File: config.mk
export PLATFORM = sky130hd
export DESIGN_NAME = ringtone_text_parser
export DESIGN_NICKNAME = d
export VERILOG_FILES = /design/src/sv/rtp_pkg.sv /design/src/sv/rtp_datapath.sv /design/src/sv/rtp_ctrl.sv /design/src/sv/ringtone_text_parser.sv
export SDC_FILE = /design/constraint.sdc
export NUM_CORES = 1
export LEC_CHECK = 0
export ABC_AREA = 1
export BUFFER_PORTS_ARGS = -buffer_cell sky130_fd_sc_hd__clkbuf_2
export CAP_MARGIN = 20
export CORE_ASPECT_RATIO = 2
export CORE_MARGIN = 8
export CORE_UTILIZATION = 49
export DETAILED_ROUTE_END_ITERATION = 16
export GPL_TIMING_DRIVEN = 0
export PLACE_DENSITY = 0.74
export SLEW_MARGIN = 20
export SYNTH_ARGS = -nofsm -noshare
export SYNTH_HDL_FRONTEND = slang
export SYNTH_SLANG_ARGS = --single-unit
File: constraint.sdc
create_clock -name i_clk -period 3.9 [get_ports i_clk]
set_input_delay 0.975 -clock i_clk [delete_from_list [all_inputs] [get_ports i_clk]]
set_output_delay 0.975 -clock i_clk [all_outputs]
set_load 0.05 [all_outputs]
File: src/sv/rtp_pkg.sv
// Shared types and constants for the ringtone text parser.
// Used by rtp_ctrl, rtp_datapath and ringtone_text_parser.
`timescale 1ns / 1ps

package rtp_pkg;

    localparam int DIV_W   = 18;
    localparam int ACC_W   = 16;
    localparam int DUR_W   = 19;

    localparam logic [1:0] CMD_TEXT  = 2'd0;
    localparam logic [1:0] CMD_START = 2'd1;
    localparam logic [1:0] CMD_STOP  = 2'd2;

    localparam logic [1:0] KIND_TONE = 2'd0;
    localparam logic [1:0] KIND_REST = 2'd1;
    localparam logic [1:0] KIND_END  = 2'd2;
    localparam logic [1:0] KIND_ERR  = 2'd3;

    localparam logic [7:0] CH_NUL   = 8'h00;
    localparam logic [7:0] CH_SPACE = 8'h20;
    localparam logic [7:0] CH_SHARP = 8'h23;
    localparam logic [7:0] CH_COMMA = 8'h2C;
    localparam logic [7:0] CH_DOT   = 8'h2E;
    localparam logic [7:0] CH_ZERO  = 8'h30;
    localparam logic [7:0] CH_NINE  = 8'h39;
    localparam logic [7:0] CH_COLON = 8'h3A;
    localparam logic [7:0] CH_EQ    = 8'h3D;
    localparam logic [7:0] CH_A     = 8'h61;
    localparam logic [7:0] CH_B     = 8'h62;
    localparam logic [7:0] CH_C     = 8'h63;
    localparam logic [7:0] CH_D     = 8'h64;
    localparam logic [7:0] CH_E     = 8'h65;
    localparam logic [7:0] CH_F     = 8'h66;
    localparam logic [7:0] CH_G     = 8'h67;
    localparam logic [7:0] CH_O     = 8'h6F;

    localparam logic [DIV_W-1:0] MINUTE_MS = 18'd60000;

    typedef struct packed {
        logic       defaults_load;
        logic       acc_clear;
        logic       acc_digit;
        logic       acc_load;
        logic       commit_d;
        logic       commit_b;
        logic       oct_load;
        logic       tok_start;
        logic       semi_load;
        logic       semi_inc;
        logic       dot_set;
        logic       poct_load;
        logic       div_whole;
        logic       div_note;
        logic       out_note;
        logic       out_flag;
        logic       out_last;
        logic [1:0] out_kind;
        logic [3:0] digit;
        logic [3:0] semi_val;
    } t_dp_cmd;

    typedef struct packed {
        logic div_busy;
        logic out_full;
    } t_dp_sts;

    function automatic logic [3:0] letter_semitone(input logic [7:0] c);
        logic [3:0] s;
        case (c)
            CH_C:    s = 4'd1;
            CH_D:    s = 4'd3;
            CH_E:    s = 4'd5;
            CH_F:    s = 4'd6;
            CH_G:    s = 4'd8;
            CH_A:    s = 4'd10;
            CH_B:    s = 4'd12;
            default: s = 4'd0;
        endcase
        return s;
    endfunction

endpackage

File: src/sv/rtp_datapath.sv
// Datapath of the ringtone text parser: tune settings, token registers,
// shared restoring divider and the result register. Depends on rtp_pkg.
`timescale 1ns / 1ps

module rtp_datapath import rtp_pkg::*; #(
    parameter int NOTE_TABLE_SIZE = 64,
    parameter int OCTAVE_SHIFT    = 0
) (
    input  logic          i_clk,
    input  logic          i_rst_n,
    input  t_dp_cmd       i_cmd,
    output t_dp_sts       o_sts,
    input  logic          i_stall,
    output logic          o_valid,
    output logic [1:0]    o_kind,
    output logic [5:0]    o_note_index,
    output logic [18:0]   o_duration_ms,
    output logic          o_last
);

    logic [7:0]       r_ddur;
    logic [3:0]       r_doct;
    logic [ACC_W-1:0] r_tempo;
    logic [DIV_W-1:0] r_whole;
    logic [ACC_W-1:0] r_acc;
    logic [3:0]       r_semi;
    logic [3:0]       r_poct;
    logic             r_dot;

    logic             r_div_busy;
    logic             r_div_whole;
    logic [4:0]       r_cnt;
    logic [ACC_W:0]   r_rem;
    logic [DIV_W-1:0] r_dvd;
    logic [DIV_W-1:0] r_quo;
    logic [ACC_W-1:0] r_dsr;

    logic             r_valid;
    logic [1:0]       r_kind;
    logic [5:0]       r_idx;
    logic [DUR_W-1:0] r_dur;
    logic             r_last;

    logic [19:0]       acc_mul;
    logic [ACC_W-1:0]  acc_sat;
    logic [ACC_W-1:0]  note_div;
    logic [ACC_W-1:0]  tempo_new;
    logic [ACC_W:0]    rem_sh;
    logic              q_bit;
    logic [DIV_W-1:0]  q_next;
    logic signed [9:0] scale_off;
    logic signed [9:0] idx_s;
    logic              idx_ok;
    logic [DUR_W-1:0]  dur_val;

    always_comb begin
        acc_mul   = ({4'b0, r_acc} << 3) + ({4'b0, r_acc} << 1) + {16'b0, i_cmd.digit};
        acc_sat   = (acc_mul > 20'd65535) ? 16'hFFFF : acc_mul[ACC_W-1:0];
        note_div  = (r_acc != '0) ? r_acc : {8'b0, r_ddur};
        // a tempo committed by the header-ending byte feeds the whole-note divide
        tempo_new = (i_cmd.commit_b && r_acc != '0) ? r_acc : r_tempo;
        rem_sh    = {r_rem[ACC_W-1:0], r_dvd[DIV_W-1]};
        q_bit     = rem_sh >= {1'b0, r_dsr};
        q_next    = {r_quo[DIV_W-2:0], q_bit};
        scale_off = $signed({6'b0, r_poct}) + $signed(10'(OCTAVE_SHIFT)) - 10'sd4;
        idx_s     = (scale_off <<< 3) + (scale_off <<< 2) + $signed({6'b0, r_semi});
        idx_ok    = (r_semi != 4'd0) && (idx_s >= 10'sd0)
                    && (idx_s < $signed(10'(NOTE_TABLE_SIZE)));
        dur_val   = {1'b0, r_quo} + (r_dot ? {2'b0, r_quo[DIV_W-1:1]} : '0);
    end

    always_ff @(posedge i_clk) begin
        if (!i_rst_n) begin
            r_ddur     <= 8'd4;
            r_doct     <= 4'd6;
            r_tempo    <= 16'd63;
            r_whole    <= '0;
            r_acc      <= '0;
            r_semi     <= '0;
            r_poct     <= '0;
            r_dot      <= 1'b0;
            r_div_busy <= 1'b0;
            r_valid    <= 1'b0;
        end else begin
            if (i_cmd.defaults_load) begin
                r_ddur  <= 8'd4;
                r_doct  <= 4'd6;
                r_tempo <= 16'd63;
                r_whole <= '0;
                r_acc   <= '0;
                r_semi  <= '0;
                r_poct  <= '0;
                r_dot   <= 1'b0;
            end
            if (i_cmd.commit_d && r_acc != '0) r_ddur <= r_acc[7:0];
            if (i_cmd.commit_b && r_acc != '0) r_tempo <= r_acc;
            if (i_cmd.oct_load) r_doct <= i_cmd.digit;

            if (i_cmd.tok_start) begin
                r_acc  <= '0;
                r_semi <= '0;
                r_dot  <= 1'b0;
                r_poct <= r_doct;
            end
            if (i_cmd.acc_clear) r_acc <= '0;
            if (i_cmd.acc_digit) r_acc <= acc_sat;
            if (i_cmd.acc_load) r_acc <= {12'b0, i_cmd.digit};
            if (i_cmd.semi_load) r_semi <= i_cmd.semi_val;
            if (i_cmd.semi_inc) r_semi <= r_semi + 4'd1;
            if (i_cmd.dot_set) r_dot <= 1'b1;
            if (i_cmd.poct_load) r_poct <= i_cmd.digit;

            // one quotient bit per cycle, MSB first
            if (i_cmd.div_whole || i_cmd.div_note) begin
                r_div_busy  <= 1'b1;
                r_div_whole <= i_cmd.div_whole;
                r_cnt       <= '0;
                r_rem       <= '0;
                r_quo       <= '0;
                r_dvd       <= i_cmd.div_whole ? MINUTE_MS : r_whole;
                r_dsr       <= i_cmd.div_whole ? tempo_new : note_div;
            end else if (r_div_busy) begin
                r_rem <= q_bit ? rem_sh - {1'b0, r_dsr} : rem_sh;
                r_dvd <= {r_dvd[DIV_W-2:0], 1'b0};
                r_quo <= q_next;
                r_cnt <= r_cnt + 5'd1;
                if (r_cnt == 5'(DIV_W - 1)) begin
                    r_div_busy <= 1'b0;
                    if (r_dsr == '0) r_quo <= '0;
                    if (r_div_whole)
                        r_whole <= (r_dsr == '0) ? '0 : {q_next[DIV_W-3:0], 2'b00};
                end
            end

            if (i_cmd.out_note || i_cmd.out_flag) begin
                r_valid <= 1'b1;
            end else if (r_valid && !i_stall) begin
                r_valid <= 1'b0;
            end
        end
    end

    always_ff @(posedge i_clk) begin
        if (i_cmd.out_note) begin
            r_kind <= idx_ok ? KIND_TONE : KIND_REST;
            r_idx  <= idx_ok ? idx_s[5:0] : 6'd0;
            r_dur  <= dur_val;
            r_last <= i_cmd.out_last;
        end else if (i_cmd.out_flag) begin
            r_kind <= i_cmd.out_kind;
            r_idx  <= '0;
            r_dur  <= '0;
            r_last <= i_cmd.out_last;
        end
    end

    assign o_sts.div_busy = r_div_busy;
    assign o_sts.out_full = r_valid;
    assign o_valid        = r_valid;
    assign o_kind         = r_kind;
    assign o_note_index   = r_idx;
    assign o_duration_ms  = r_dur;
    assign o_last         = r_last;

`ifndef SYNTHESIS
    a_idx_tone_only: assert property (@(posedge i_clk) disable iff (!i_rst_n)
        (r_valid && r_kind != KIND_TONE) |-> r_idx == 6'd0)
        else $error("note index set on a non-tone result");
    a_flag_no_dur: assert property (@(posedge i_clk) disable iff (!i_rst_n)
        (r_valid && (r_kind == KIND_END || r_kind == KIND_ERR)) |-> r_dur == '0)
        else $error("duration set on an end or error result");
    a_div_no_restart: assert property (@(posedge i_clk) disable iff (!i_rst_n)
        r_div_busy |-> !(i_cmd.div_whole || i_cmd.div_note))
        else $error("divider started while busy");
    a_no_overwrite: assert property (@(posedge i_clk) disable iff (!i_rst_n)
        r_valid |-> !(i_cmd.out_note || i_cmd.out_flag))
        else $error("result register overwritten");
`endif

endmodule

File: src/sv/rtp_ctrl.sv
// Controller of the ringtone text parser: parse phase, byte decode and
// sequencing of divider and result writes. Depends on rtp_pkg.
`timescale 1ns / 1ps

module rtp_ctrl import rtp_pkg::*; (
    input  logic       i_clk,
    input  logic       i_rst_n,
    input  logic       i_valid,
    output logic       o_stall,
    input  logic [1:0] i_cmd,
    input  logic [7:0] i_char_code,
    input  t_dp_sts    i_sts,
    output t_dp_cmd    o_cmd
);

    localparam logic [3:0] PH_IDLE    = 4'd0;
    localparam logic [3:0] PH_NAME    = 4'd1;
    localparam logic [3:0] PH_HDR     = 4'd2;
    localparam logic [3:0] PH_KEY_D   = 4'd3;
    localparam logic [3:0] PH_KEY_O   = 4'd4;
    localparam logic [3:0] PH_KEY_B   = 4'd5;
    localparam logic [3:0] PH_VAL_D   = 4'd6;
    localparam logic [3:0] PH_VAL_B   = 4'd7;
    localparam logic [3:0] PH_VAL_O   = 4'd8;
    localparam logic [3:0] PH_N_START = 4'd9;
    localparam logic [3:0] PH_N_NUM   = 4'd10;
    localparam logic [3:0] PH_N_LET   = 4'd11;
    localparam logic [3:0] PH_N_SHARP = 4'd12;
    localparam logic [3:0] PH_N_DOT   = 4'd13;
    localparam logic [3:0] PH_N_SCALE = 4'd14;

    localparam logic [2:0] ST_RUN  = 3'd0;
    localparam logic [2:0] ST_DIVW = 3'd1;
    localparam logic [2:0] ST_DIVN = 3'd2;
    localparam logic [2:0] ST_EMIT = 3'd3;
    localparam logic [2:0] ST_END  = 3'd4;

    logic [2:0] r_state, n_state;
    logic [3:0] r_phase, n_phase;
    logic [7:0] r_char,  n_char;

    logic       accept;
    logic [7:0] c;
    logic       is_dig;
    logic       run_h;
    logic       run_s;
    logic       emit;
    t_dp_cmd    cmd;

    assign o_stall = !(r_state == ST_RUN && !i_sts.out_full);
    assign accept  = i_valid && !o_stall;
    assign c       = (r_state == ST_RUN) ? i_char_code : r_char;
    assign is_dig  = (c >= CH_ZERO) && (c <= CH_NINE);

    always_comb begin
        n_state = r_state;
        n_phase = r_phase;
        n_char  = r_char;
        cmd     = '0;
        run_h   = 1'b0;
        run_s   = 1'b0;
        emit    = 1'b0;
        cmd.digit    = c[3:0];
        cmd.semi_val = letter_semitone(c);

        case (r_state)
            ST_RUN: begin
                if (accept) begin
                    n_char = i_char_code;
                    case (i_cmd)
                        CMD_START: begin
                            cmd.defaults_load = 1'b1;
                            n_phase = PH_NAME;
                        end
                        CMD_STOP: n_phase = PH_IDLE;
                        CMD_TEXT: begin
                            case (r_phase)
                                PH_NAME: begin
                                    if (c == CH_COLON) begin
                                        n_phase = PH_HDR;
                                    end else if (c == CH_NUL) begin
                                        cmd.out_flag = 1'b1;
                                        cmd.out_kind = KIND_ERR;
                                        cmd.out_last = 1'b1;
                                        n_phase = PH_IDLE;
                                    end
                                end
                                PH_HDR: run_h = 1'b1;
                                PH_KEY_D, PH_KEY_O, PH_KEY_B: begin
                                    if (c == CH_EQ) begin
                                        cmd.acc_clear = 1'b1;
                                        n_phase = (r_phase == PH_KEY_D) ? PH_VAL_D :
                                                  (r_phase == PH_KEY_O) ? PH_VAL_O : PH_VAL_B;
                                    end else begin
                                        run_h = 1'b1;
                                    end
                                end
                                PH_VAL_D, PH_VAL_B: begin
                                    if (is_dig) begin
                                        cmd.acc_digit = 1'b1;
                                    end else begin
                                        cmd.commit_d  = (r_phase == PH_VAL_D);
                                        cmd.commit_b  = (r_phase == PH_VAL_B);
                                        cmd.acc_clear = 1'b1;
                                        run_h = 1'b1;
                                    end
                                end
                                PH_VAL_O: begin
                                    if (is_dig) begin
                                        cmd.oct_load = 1'b1;
                                        n_phase = PH_HDR;
                                    end else begin
                                        run_h = 1'b1;
                                    end
                                end
                                PH_N_START: run_s = 1'b1;
                                PH_N_NUM: begin
                                    if (is_dig) begin
                                        cmd.acc_digit = 1'b1;
                                    end else begin
                                        cmd.semi_load = 1'b1;
                                        if (c == CH_NUL) emit = 1'b1;
                                        else n_phase = PH_N_LET;
                                    end
                                end
                                PH_N_LET: begin
                                    if (c == CH_SHARP) begin
                                        cmd.semi_inc = 1'b1;
                                        n_phase = PH_N_SHARP;
                                    end else if (c == CH_DOT) begin
                                        cmd.dot_set = 1'b1;
                                        n_phase = PH_N_DOT;
                                    end else if (is_dig) begin
                                        cmd.poct_load = 1'b1;
                                        n_phase = PH_N_SCALE;
                                    end else begin
                                        emit = 1'b1;
                                    end
                                end
                                PH_N_SHARP: begin
                                    if (c == CH_DOT) begin
                                        cmd.dot_set = 1'b1;
                                        n_phase = PH_N_DOT;
                                    end else if (is_dig) begin
                                        cmd.poct_load = 1'b1;
                                        n_phase = PH_N_SCALE;
                                    end else begin
                                        emit = 1'b1;
                                    end
                                end
                                PH_N_DOT: begin
                                    if (is_dig) begin
                                        cmd.poct_load = 1'b1;
                                        n_phase = PH_N_SCALE;
                                    end else begin
                                        emit = 1'b1;
                                    end
                                end
                                PH_N_SCALE: emit = 1'b1;
                                default: n_phase = PH_IDLE;
                            endcase
                        end
                        default: ;
                    endcase
                end
            end
            ST_DIVW: if (!i_sts.div_busy) n_state = ST_RUN;
            ST_DIVN: if (!i_sts.div_busy) n_state = ST_EMIT;
            ST_EMIT: begin
                if (!i_sts.out_full) begin
                    cmd.out_note = 1'b1;
                    cmd.out_last = (r_char != CH_NUL);
                    n_state = ST_RUN;
                    run_s = 1'b1;
                end
            end
            ST_END: begin
                if (!i_sts.out_full) begin
                    cmd.out_flag = 1'b1;
                    cmd.out_kind = KIND_END;
                    cmd.out_last = 1'b1;
                    n_state = ST_RUN;
                end
            end
            default: n_state = ST_RUN;
        endcase

        // header byte after any fall-through
        if (run_h) begin
            if (c == CH_COLON) begin
                cmd.div_whole = 1'b1;
                n_phase = PH_N_START;
                n_state = ST_DIVW;
            end else if (c == CH_NUL) begin
                cmd.out_flag = 1'b1;
                cmd.out_kind = KIND_ERR;
                cmd.out_last = 1'b1;
                n_phase = PH_IDLE;
            end else if (c == CH_D) begin
                n_phase = PH_KEY_D;
            end else if (c == CH_O) begin
                n_phase = PH_KEY_O;
            end else if (c == CH_B) begin
                n_phase = PH_KEY_B;
            end else begin
                n_phase = PH_HDR;
            end
        end

        if (emit) begin
            cmd.div_note = 1'b1;
            n_state = ST_DIVN;
        end

        // token start; after a note this replays the byte that ended it
        if (run_s) begin
            if (c == CH_SPACE || c == CH_COMMA) begin
                n_phase = PH_N_START;
            end else if (c == CH_NUL) begin
                n_phase = PH_IDLE;
                if (r_state == ST_RUN) begin
                    cmd.out_flag = 1'b1;
                    cmd.out_kind = KIND_END;
                    cmd.out_last = 1'b1;
                end else begin
                    n_state = ST_END;
                end
            end else begin
                cmd.tok_start = 1'b1;
                if (is_dig) begin
                    cmd.acc_load = 1'b1;
                    n_phase = PH_N_NUM;
                end else begin
                    cmd.semi_load = 1'b1;
                    n_phase = PH_N_LET;
                end
            end
        end
    end

    assign o_cmd = cmd;

    always_ff @(posedge i_clk) begin
        if (!i_rst_n) begin
            r_state <= ST_RUN;
            r_phase <= PH_IDLE;
        end else begin
            r_state <= n_state;
            r_phase <= n_phase;
        end
    end

    always_ff @(posedge i_clk) begin
        r_char <= n_char;
    end

`ifndef SYNTHESIS
    a_div_then_wait: assert property (@(posedge i_clk) disable iff (!i_rst_n)
        (cmd.div_whole || cmd.div_note) |=> (r_state == ST_DIVW || r_state == ST_DIVN))
        else $error("divider started without waiting for it");
    a_emit_after_div: assert property (@(posedge i_clk) disable iff (!i_rst_n)
        (r_state == ST_EMIT) |-> !i_sts.div_busy)
        else $error("note emitted before divide finished");
    a_stall_when_busy: assert property (@(posedge i_clk) disable iff (!i_rst_n)
        (r_state != ST_RUN) |-> o_stall)
        else $error("byte taken while a transaction is in progress");
`endif

endmodule

File: src/sv/ringtone_text_parser.sv
// Top level of the ringtone text parser: joins controller and datapath.
// Depends on rtp_pkg, rtp_ctrl and rtp_datapath.
`timescale 1ns / 1ps

// Parses ringtone text one byte per transaction. The byte that ends the
// header and the byte that ends a note token run the shared 18-bit
// restoring divider, one quotient bit per cycle; a note's result is then
// held in the output register, and a tune-end result that follows a note
// adds one more result slot. The input stalls while a byte is being
// worked or a result waits to be taken.
module ringtone_text_parser import rtp_pkg::*; #(
    parameter int NOTE_TABLE_SIZE = 64,
    parameter int OCTAVE_SHIFT    = 0
) (
    input  logic        i_clk,
    input  logic        i_rst_n,
    input  logic        i_valid,
    output logic        o_stall,
    input  logic [1:0]  i_cmd,
    input  logic [7:0]  i_char_code,
    output logic        o_valid,
    input  logic        i_stall,
    output logic [1:0]  o_kind,
    output logic [5:0]  o_note_index,
    output logic [18:0] o_duration_ms,
    output logic        o_last
);

    t_dp_cmd dp_cmd;
    t_dp_sts dp_sts;

    rtp_ctrl u_ctrl (
        .i_clk       (i_clk),
        .i_rst_n     (i_rst_n),
        .i_valid     (i_valid),
        .o_stall     (o_stall),
        .i_cmd       (i_cmd),
        .i_char_code (i_char_code),
        .i_sts       (dp_sts),
        .o_cmd       (dp_cmd)
    );

    rtp_datapath #(
        .NOTE_TABLE_SIZE (NOTE_TABLE_SIZE),
        .OCTAVE_SHIFT    (OCTAVE_SHIFT)
    ) u_datapath (
        .i_clk         (i_clk),
        .i_rst_n       (i_rst_n),
        .i_cmd         (dp_cmd),
        .o_sts         (dp_sts),
        .i_stall       (i_stall),
        .o_valid       (o_valid),
        .o_kind        (o_kind),
        .o_note_index  (o_note_index),
        .o_duration_ms (o_duration_ms),
        .o_last        (o_last)
    );

endmodule

# After elaboration in Yosys (flattened, before gate mapping)
# Index checks and enable logic that the tools add are counted.
[word_totals]
reg_bits = 190
wordCells = 292
[classes]
n_addsub = 9
order_cmp = 6
n_eq_ne = 41
n_mux = 165
bitwise_logic = 1
n_reduce_logical = 46
[op_table]
columns = ["operator", "n"]
rows = [
  ["18-bit 2-to-1 mux", 12],
  ["16-bit 2-to-1 mux", 12],
  ["4-bit 2-to-1 mux", 46],
  ["8-bit by 7-bit equality test with 1-bit output, second input constant", 8],
  ["8-bit by 6-bit equality test with 1-bit output, second input constant", 6],
  ["3-bit 2-to-1 mux", 16],
  ["1-bit 2-to-1 mux", 47],
  ["19-bit 2-to-1 mux", 2],
  ["4-bit one-hot mux with 8 select lines", 1],
  ["4-bit equality test, second input constant", 7],
  ["4-bit one-hot mux with 7 select lines", 1],
  ["8-bit 2-to-1 mux", 3],
  ["19-bit by 17-bit adder with 20-bit output", 1],
  ["20-bit by 4-bit adder with 20-bit output", 1],
  ["20-bit by 16-bit greater-than comparator with 1-bit output, second input constant", 1],
  ["18-bit by 19-bit adder with 19-bit output", 1],
  ["2-bit 2-to-1 mux", 9],
  ["6-bit 2-to-1 mux", 3],
  ["17-bit by 16-bit >= comparator with 1-bit output", 1],
  ["17-bit 2-to-1 mux", 1],
  ["4-bit by 3-bit equality test with 1-bit output, second input constant", 4],
  ["16-bit logical NOT", 1],
  ["16-bit nonzero test", 1],
  ["16-bit subtractor", 1],
  ["other kinds (46)", 82],
]

# Longest topological paths before layout
# Gate-level depths: netlist (run 1).
[depth]
word_depth = 19
ltp_mapped = 22
depth_no_buf = 21

# Cells and area by module
# A second synthesis (run 1) with hierarchy kept.
[unflattened]
cells_unflattened = 1552
area_unflattened_um2 = 12135.4
[by_module_without_submodules]
columns = ["module", "instances", "cells_per_inst", "area_each_um2", "seq_area_each_um2"]
rows = [
  ["rtp_datapath", 1, 1247, 10168.5, 4524.3],
  ["rtp_ctrl", 1, 305, 1966.9, 380.4],
]

# Worst setup path before layout (run 1)
# OpenSTA, ideal clock, no wires.
[synth_path]
path_kind = "input to register"
start = "input port i_char_code[1]"
end = "register u_datapath.r_cnt[0], enable pin"
setup_time_ps = 416
arrival_time_ps = 3587
path_slack_ps = -103
cell_stages = 16
path_buffers = 2
cell_sequence = "nand3_1 -> nand2_1 -> inv_1 -> nand2_1 -> nand2_1 -> nand2_1 -> nand2_1 -> nand2_2 -> buf_6 -> nand2_4 -> nand2_2 -> nand3_4 -> nand2_4 -> buf_6 -> nand2_1 -> nand2_1"
[synth_between]
elab_chain_cells = 14
[synth_lines]
columns = ["element", "line_no", "text"]
rows = [
  ["from (decl)", "ringtone_text_parser.sv:20", "input logic [7:0] i_char_code,"],
  ["8-bit 2-to-1 mux *", "rtp_ctrl.sv:52", "assign c = (r_state == ST_RUN) ? i_char_code : r_char;"],
  ["8-bit by 6-bit >= comparator with 1-bit output / 8-bit by 6-bit <= comparator with 1-bit output (equally long branches)", "rtp_ctrl.sv:53", "assign is_dig = (c >= CH_ZERO) && (c <= CH_NINE);"],
  ["1-bit logical AND", "rtp_ctrl.sv:53", ""],
  ["1-bit 2-to-1 mux", "n/a", ""],
  ["1-bit 2-to-1 mux", "rtp_ctrl.sv:130", "end else if (c == CH_DOT) begin"],
  ["1-bit 2-to-1 mux", "rtp_ctrl.sv:127", "if (c == CH_SHARP) begin"],
  ["1-bit one-hot mux with 5 select lines", "rtp_ctrl.sv:77", "case (r_phase)"],
  ["1-bit 2-to-1 mux", "rtp_ctrl.sv:70", "case (i_cmd)"],
  ["1-bit 2-to-1 mux", "rtp_ctrl.sv:68", "if (accept) begin"],
  ["1-bit 2-to-1 mux", "rtp_ctrl.sv:66", "case (r_state)"],
  ["1-bit 2-to-1 mux", "rtp_ctrl.sv:210", "if (emit) begin"],
  ["1-bit logical OR *", "rtp_datapath.sv:114", "if (i_cmd.div_whole || i_cmd.div_note) begin"],
  ["2-bit nonzero test (no source line) *", "n/a", ""],
  ["2-bit AND reduction (no source line) *", "n/a", ""],
  ["to (signal assigned)", "rtp_datapath.sv:126", "r_cnt <= r_cnt + 5'd1;"],
  ["to (decl)", "rtp_datapath.sv:32", "logic [4:0] r_cnt;"],
]
# Every way passes the cells marked *; elsewhere a longest branch is shown, timed or not.
# A chain may end at the register's enable or synchronous reset.

# Worst setup path after layout (run 1)
[layout_path]
start = "input port i_cmd[1]"
end = "register u_datapath.r_cnt[1], enable pin"
[layout_between]
elab_chain_cells = 8
[layout_lines]
columns = ["element", "line_no", "text"]
rows = [
  ["from (decl)", "ringtone_text_parser.sv:19", "input logic [1:0] i_cmd,"],
  ["2-bit logical NOT *", "rtp_ctrl.sv:70", ""],
  ["1-bit 2-to-1 mux", "rtp_ctrl.sv:70", ""],
  ["1-bit 2-to-1 mux", "rtp_ctrl.sv:68", ""],
  ["1-bit 2-to-1 mux", "rtp_ctrl.sv:66", ""],
  ["1-bit 2-to-1 mux, on equally long branches", "rtp_ctrl.sv:189, rtp_ctrl.sv:210", ""],
  ["1-bit logical OR *", "rtp_datapath.sv:114", ""],
  ["2-bit nonzero test (no source line) *", "n/a", ""],
  ["2-bit AND reduction (no source line) *", "n/a", ""],
]
# Marked as above.

==> results of run 1 <==
-- sequential cells by signal (all words and copies together), names as in the netlist, 5 cells and up --
signal / cells
u_ctrl.r_char: 8
u_datapath.r_acc: 16
u_datapath.r_whole: 18
u_datapath.o_note_index: 6
u_datapath.r_quo: 18
u_datapath.r_dvd: 18
u_datapath.r_rem: 16
u_datapath.r_cnt: 5
u_datapath.r_ddur: 8
u_datapath.r_dsr: 16
u_datapath.r_tempo: 16
u_datapath.o_duration_ms: 19
-- per-stage QoR --
| step | utilization, % | worst slack [ns] |
|---|---|---|
| 2_1_floorplan | - | 0.243 |
| 3_3_place_gp | 51.9 | -0.699 |
| 3_5_place_dp | 51.9 | -0.380 |
| 4_1_cts | 54.3 | 0.0412 |
| 5_1_grt | 54.4 | -0.0199 |
| 6_report | 54.4 | 0.187 |
-- layout make-up --
cell class,count,area [µm²]
fill,2432,11300
multi-input combinational,1184,6290
sequential,190,4910
inverter,216,817
clock buffer,26,520
tap,336,420
buffer,49,275
timing repair buffer,42,210
clock inverter,6,70.1
-- cell families (layout without fill, tap and decap cells) --
kind of cell,count (synthesis),after routing,synth area share (%)
adders and majority gates,82,82,8.74
buffers and inverters,265,339,8.85
and+or+nand+nor,768,768,26.6
DFF,190,190,40.0
xor gates and xnor gates,35,35,2.50
AOI/OAI and AO/OA,299,299,13.3
-- per-layer routing --
metal | GRT usage, % | vias to the layer above
met5 | 0 | -
met4 | 8.56 | 0
met3 | 2.90 | 74
met2 | 36.7 | 268
met1 | 23.7 | 5099
li1 | - | 5544
-- path summary, 6_finish.rpt --
kind | start | to | slack, ns
worst max register to register | u_ctrl.r_state[2] | u_datapath.r_cnt[1] | 0.21
worst max-delay path | i_cmd[1] | u_datapath.r_cnt[1] | 0.19
worst min register to register | u_datapath.r_ddur[4] | u_datapath.r_ddur[4] | 0.46
worst min-delay path | u_datapath.r_ddur[4] | u_datapath.r_ddur[4] | 0.46
-- power by group through the flow --
stage	Clock, mW	Combinational [mW]	Sequential (mW)
2_1_floorplan	0	0.131	2.16
3_3_place_gp	0	0.188	2.17
3_5_place_dp	0	0.186	2.17
4_1_cts	1.77	0.188	2.12
5_1_grt	1.85	0.211	2.12
6_report	1.75	0.192	2.12
-- cells in the final DEF, fill, tap and decap left out, types with 3 or more instances in the layout --
| cell type | count |
|---|---|
| clkbuf_2 | 42 |
| o22ai_1 | 13 |
| xnor2_1 | 10 |
| nor3_1 | 11 |
| clkbuf_16 | 18 |
| o21ai_1 | 7 |
| nor4_1 | 4 |
| buf_4 | 7 |
| nand3b_1 | 4 |
| a21oi_1 | 131 |
| o21a_1 | 6 |
| inv_2 | 12 |
| o21ai_0 | 104 |
| fa_1 | 5 |
| or2_2 | 3 |
| a31oi_1 | 13 |
| ha_1 | 76 |
| edfxtp_1 | 110 |
| buf_6 | 7 |
| o211ai_1 | 4 |
| nand3_1 | 120 |
| dfxtp_1 | 78 |
| a21o_1 | 5 |
| inv_1 | 202 |
| nand2_1 | 420 |
| clkbuf_8 | 4 |
| o31ai_1 | 3 |
| nand2_4 | 5 |
| xor2_1 | 25 |
| nor3b_1 | 3 |
| nand4_1 | 17 |
| nor2_1 | 154 |
| buf_2 | 10 |
| nor2_2 | 15 |
| clkbuf_1 | 28 |
| nand2_2 | 5 |
-- tightest hold or removal path: stages (launching register included) --
cell and delay (ns):
dfxtp_1 0.31, nand2_1 0.06, a21oi_1 0.05
-- what timing repair did --
action	CTS	global route
setup endpoints to repair	1	43
resized for setup	1	13
pin swaps	0	0
==> flow_metrics.py, run 1 <==
metrics = {
    "clock_tree": {
        "tritoncts": "built",
        "cts_setup_buffers": 0,
        "path_clk_slew_ns": 0.07,
        "clock_sinks": 190,
        "insertion_delay_ns": 0.44,
        "htree_levels": 4,
        "cts_root_buffer": "clkbuf_16",
        "hold_buffers": 0,
        "numCtsBuffers": 17,
        "cts_buffer_depth": 2,
    },
    "drt": {
        "wl_met3_mm": 1.22,
        "wl_met2_mm": 15.5,
        "maxUsedRoutingLayer": "met4",
        "wl_per_cell_um": 14.8,
        "viasPerCell": 5.36,
        "drc": 0,
        "drt_iter0_markers": 807,
        "routed_wl_mm": 30.4,
        "dr_total_vias": 11000,
        "drt-met1-wl_mm": 12.6,
        "ant_nets": 0,
        "drt-pass1-iter-count": 5,
    },
    "grt": {
        "grt_remaining_overflow": 0,
        "grt_max_degree": 58,
        "antenna_found_initial": 0,
        "grt_use_total_pct": 20.5,
        "grt_pass1_wl_mm": 50.8,
        "grt_pass1_vias": 10600,
    },
    "sta": {
        "slew_headroom_pct": 42.5,
        "setup_viol": 0,
        "period_share_pct": 95.2,
        "finalMaxSlewViolations": 0,
        "worst_pin_slew_ns": 0.856,
        "whs_ns": 0.464,
        "hold_viol": 0,
        "skew_ns": 0.0134,
        "final.setup.tns_ns": 0,
        "period_minus_slack_ns": 3.71,
        "max_freq_mhz": 269,
    },
    "job": {
        "maxCapViolCount": 0,
    },
    "final_layout": {
        "finalNonFillerCells": 2049,
        "drive_gt1_share_pct": 8.70,
        "n_antenna_cell": 0,
        "design_area_um2": 13500,
        "syn_to_final_growth_pct": 10.3,
        "nets": 1796,
    },
    "yosys": {
        "synth_area_um2": 12200,
        "synth.most_common_cell": "nand2_1",
        "synth.avg_cell_area_um2": 7.47,
        "netlist_instances": 1639,
        "yosysTopAreaCell": "edfxtp_1",
        "synth-seq-area-share_pct": 40.0,
        "synth_top_area_share_pct": 27.0,
        "synth_fp_nets": 1735,
        "async_flop_share_pct": 0,
        "synth.top_cells.by_count": "nand2_1 (422), inv_1 (203), nor2_1 (154)",
        "synth_warnings": 0,
        "synth_ff_type": "edfxtp_1",
        "ys_ff_latch": 190,
        "synthDistinctLibCells": 50,
        "synth.area.top_cells": "edfxtp_1 (27%), dfxtp_1 (13%), nand2_1 (13%)",
        "synth_edf_count": 110,
    },
    "worst_setup_path": {
        "cp.arrival_ns": 3.78,
        "crit_required_ns": 3.97,
        "critPathSlowestCell": "nand2_4",
        "worstRegToRegCells": 18,
        "cp_cell_sequence": "clkbuf_2 -> nor2_1 -> nand2_1 -> inv_2 -> nand3_4 -> nand2_4 -> buf_6 -> nand2_1 -> nand2_4",
        "path_class": "in -> reg",
        "worst-path-buf-inv": 3,
        "crit_cells": 9,
        "slowest_delay_ns": 0.66,
        "end_kind": "register",
        "critical-path-top-delay-family": "simple AND/OR/NAND/NOR gates",
        "crit_fanout": 57,
        "startpoint_type": "input port",
    },
    "die": {
        "die_area_um2": 30600,
        "die_w_um": 128,
        "fp.dieH_um": 240,
        "num_rows": 82,
        "initial_core_util_pct": 49.3,
        "ios": 44,
        "coreArea_um2": 24800,
    },
    "place": {
        "dp_hpwl_mm": 23.1,
        "portBuffers": 42,
        "place_inst": 2017,
        "place_area_um2": 12900,
        "place.gp.congestion": 0.955,
    },
    "min_path": {
        "holdPathStages": 2,
        "hp-class": "reg -> reg",
    },
    "pwr": {
        "leakage_nw": 6.18,
        "p_total_mw": 4.07,
        "power.share.clock_pct": 43.1,
        "powerDensity_nw_per_um2": 301,
        "p_sw_mw": 0.909,
        "p_sw_share_pct": 22.4,
        "intPower_mw": 3.16,
        "p_comb_share_pct": 4.7,
        "ir_drop_v": 0.000305,
        "p_seq_share_pct": 52.2,
    },
    "status": {
        "status": "completed",
    },
}
Note: power is estimated with default switching activity, not from simulation.
==> inputs of run 2 (changes only) <==
SETUP_SLACK_MARGIN = 0.4   (was unset)
==> run 2 against run 1 <==
Compared with the run above:
- die area did not move
- power is 1.0% higher
- largest power group unchanged
- critical endpoint is now u_datapath.r_dsr[13]
- sequential share of layout area shrank 0.54 points
- largest cell class unchanged
==> flow_metrics.py, run 2 (synthesis results as in run 1) <==
metrics = {
    "grt": {
        "grt_use_total_pct": 20.2,
        "antenna_found_initial": 0,
        "grt_pass1_vias": 10800,
        "grt_remaining_overflow": 0,
        "grt_pass1_wl_mm": 50.3,
        "grt_max_degree": 58,
    },
    "status": {
        "status": "completed",
    },
    "place": {
        "place.gp.congestion": 1.00,
        "place_inst": 2017,
        "place_area_um2": 12900,
        "dp_hpwl_mm": 22.6,
        "portBuffers": 42,
        "place_ws_ns": -0.255,
    },
    "drt": {
        "dr_total_vias": 10900,
        "viasPerCell": 5.29,
        "wl_per_cell_um": 14.6,
        "drt_iter0_markers": 685,
        "ant_nets": 0,
        "drt-pass1-iter-count": 5,
        "routed_wl_mm": 30.2,
        "drc": 0,
    },
    "final_layout": {
        "nets": 1809,
        "drive_gt1_share_pct": 10.3,
        "syn_to_final_growth_pct": 12.0,
        "design_area_um2": 13700,
        "mostFrequentLayoutCells": "nand2_1 (415), inv_1 (201), nor2_1 (154)",
        "n_antenna_cell": 0,
        "largest_reg_flops": 19,
        "finalNonFillerCells": 2062,
        "layout_commonest_cell": "nand2_1",
    },
    "die": {
        "ios": 44,
        "num_rows": 82,
        "die_w_um": 128,
        "coreArea_um2": 24800,
        "fp.dieH_um": 240,
        "initial_core_util_pct": 49.3,
        "die_area_um2": 30600,
    },
    "sta": {
        "skew_ns": 0.00825,
        "worst_pin_slew_ns": 0.783,
        "finalMaxSlewViolations": 0,
        "hold_viol": 0,
        "whs_ns": 0.464,
        "period_minus_slack_ns": 3.40,
        "rsz0062_at_grt": "false",
        "slew_headroom_pct": 47.8,
        "setup_viol": 0,
        "fin_ws_ns": 0.501,
        "period_share_pct": 87.1,
        "max_freq_mhz": 294,
    },
    "worst_setup_path": {
        "crit_fanout": 17,
        "cp.arrival_ns": 3.53,
        "end_kind": "register",
        "path_class": "in -> reg",
        "startpoint_type": "input port",
        "crit_required_ns": 4.03,
    },
    "clock_tree": {
        "tritoncts": "built",
        "clock_sinks": 190,
        "cts_root_buffer": "clkbuf_16",
        "numCtsBuffers": 17,
        "cts_buffer_depth": 2,
        "insertion_delay_ns": 0.44,
        "hold_buffers": 0,
        "path_clk_slew_ns": 0.07,
        "htree_levels": 4,
    },
    "pwr": {
        "p_total_mw": 4.11,
        "powerDensity_nw_per_um2": 300,
        "leakage_nw": 6.25,
        "ir_drop_v": 0.000300,
    },
    "min_path": {
        "hp-class": "reg -> reg",
    },
    "job": {
        "maxCapViolCount": 0,
    },
}
## run 2: cell types whose count changed in the layout (fill, tap and decap cells not counted), sizes merged
cell	delta
buf	+11
bufinv	+1
clkbuf	-6
clkinv	+2
clkinvlp	+3
inv	+1
nand2	+1
## run 2: metrics by stage
step                      utilization, %  setup TNS (ns)
after floorplan                        -               0
after global placement              52.0          -48.07
after detailed placement            52.0          -19.06
after CTS                           54.5               0
after global routing                55.2               0
final                               55.2               0
## run 2: layout make-up
type,count,area (µm²)
Sequential cell,190,4910
Clock buffer,20,457
Inverter,216,828
Tap cell,336,420
Clock inverter,12,148
Timing Repair inverter,1,7.51
Buffer,49,285
Timing Repair Buffer,53,305
Fill cell,2389,11100
Multi-Input combinational cell,1185,6350
## run 2: power breakdown
group | switching [mW] | internal (mW)
Clock | 0.792 | 0.995
Sequential | 0.0117 | 2.11
Combinational | 0.141 | 0.0589
## run 2: final timing paths
kind | from | to | slack [ns] | cells past startpoint
worst max-delay path | i_cmd[1] | u_datapath.r_dsr[13] | 0.50 | 10
worst min register to register | u_datapath.r_tempo[6] | u_datapath.r_tempo[6] | 0.46 | 2
worst min-delay path | u_datapath.r_tempo[6] | u_datapath.r_tempo[6] | 0.46 | 2
worst max register to register | u_ctrl.r_state[0] | u_datapath.o_duration_ms[16] | 0.57 | 15
## run 2: what timing repair did
item / 4_1_cts / 5_1_grt
pin swaps: 1 / 6
endpoints found under the setup margin: 96 / 118
gates cloned: 0 / 2
setup buffers: 1 / 10
endpoints found under the hold margin: 0 / 0
gates resized for setup: 3 / 29
## run 2: critical path, cell delays in order
cell and delay [ns]:
clkbuf_2 0.11, nor2_1 0.55, nand2_1 0.44, inv_2 0.34, nand3_4 0.21, nand2_4 0.16, buf_6 0.16, nand2_2 0.20
clkinvlp_4 0.14, buf_4 0.24
## run 2: metal layers
layer  part of all wire, %  GRT usage, %  vias to the layer above
li1                      -             -                     5572
met1                    42          23.6                     4963
met2                    50          35.4                      295
met3                   4.3          2.70                       78
met4                   3.8          10.2                        0
met5                     0             0                        -
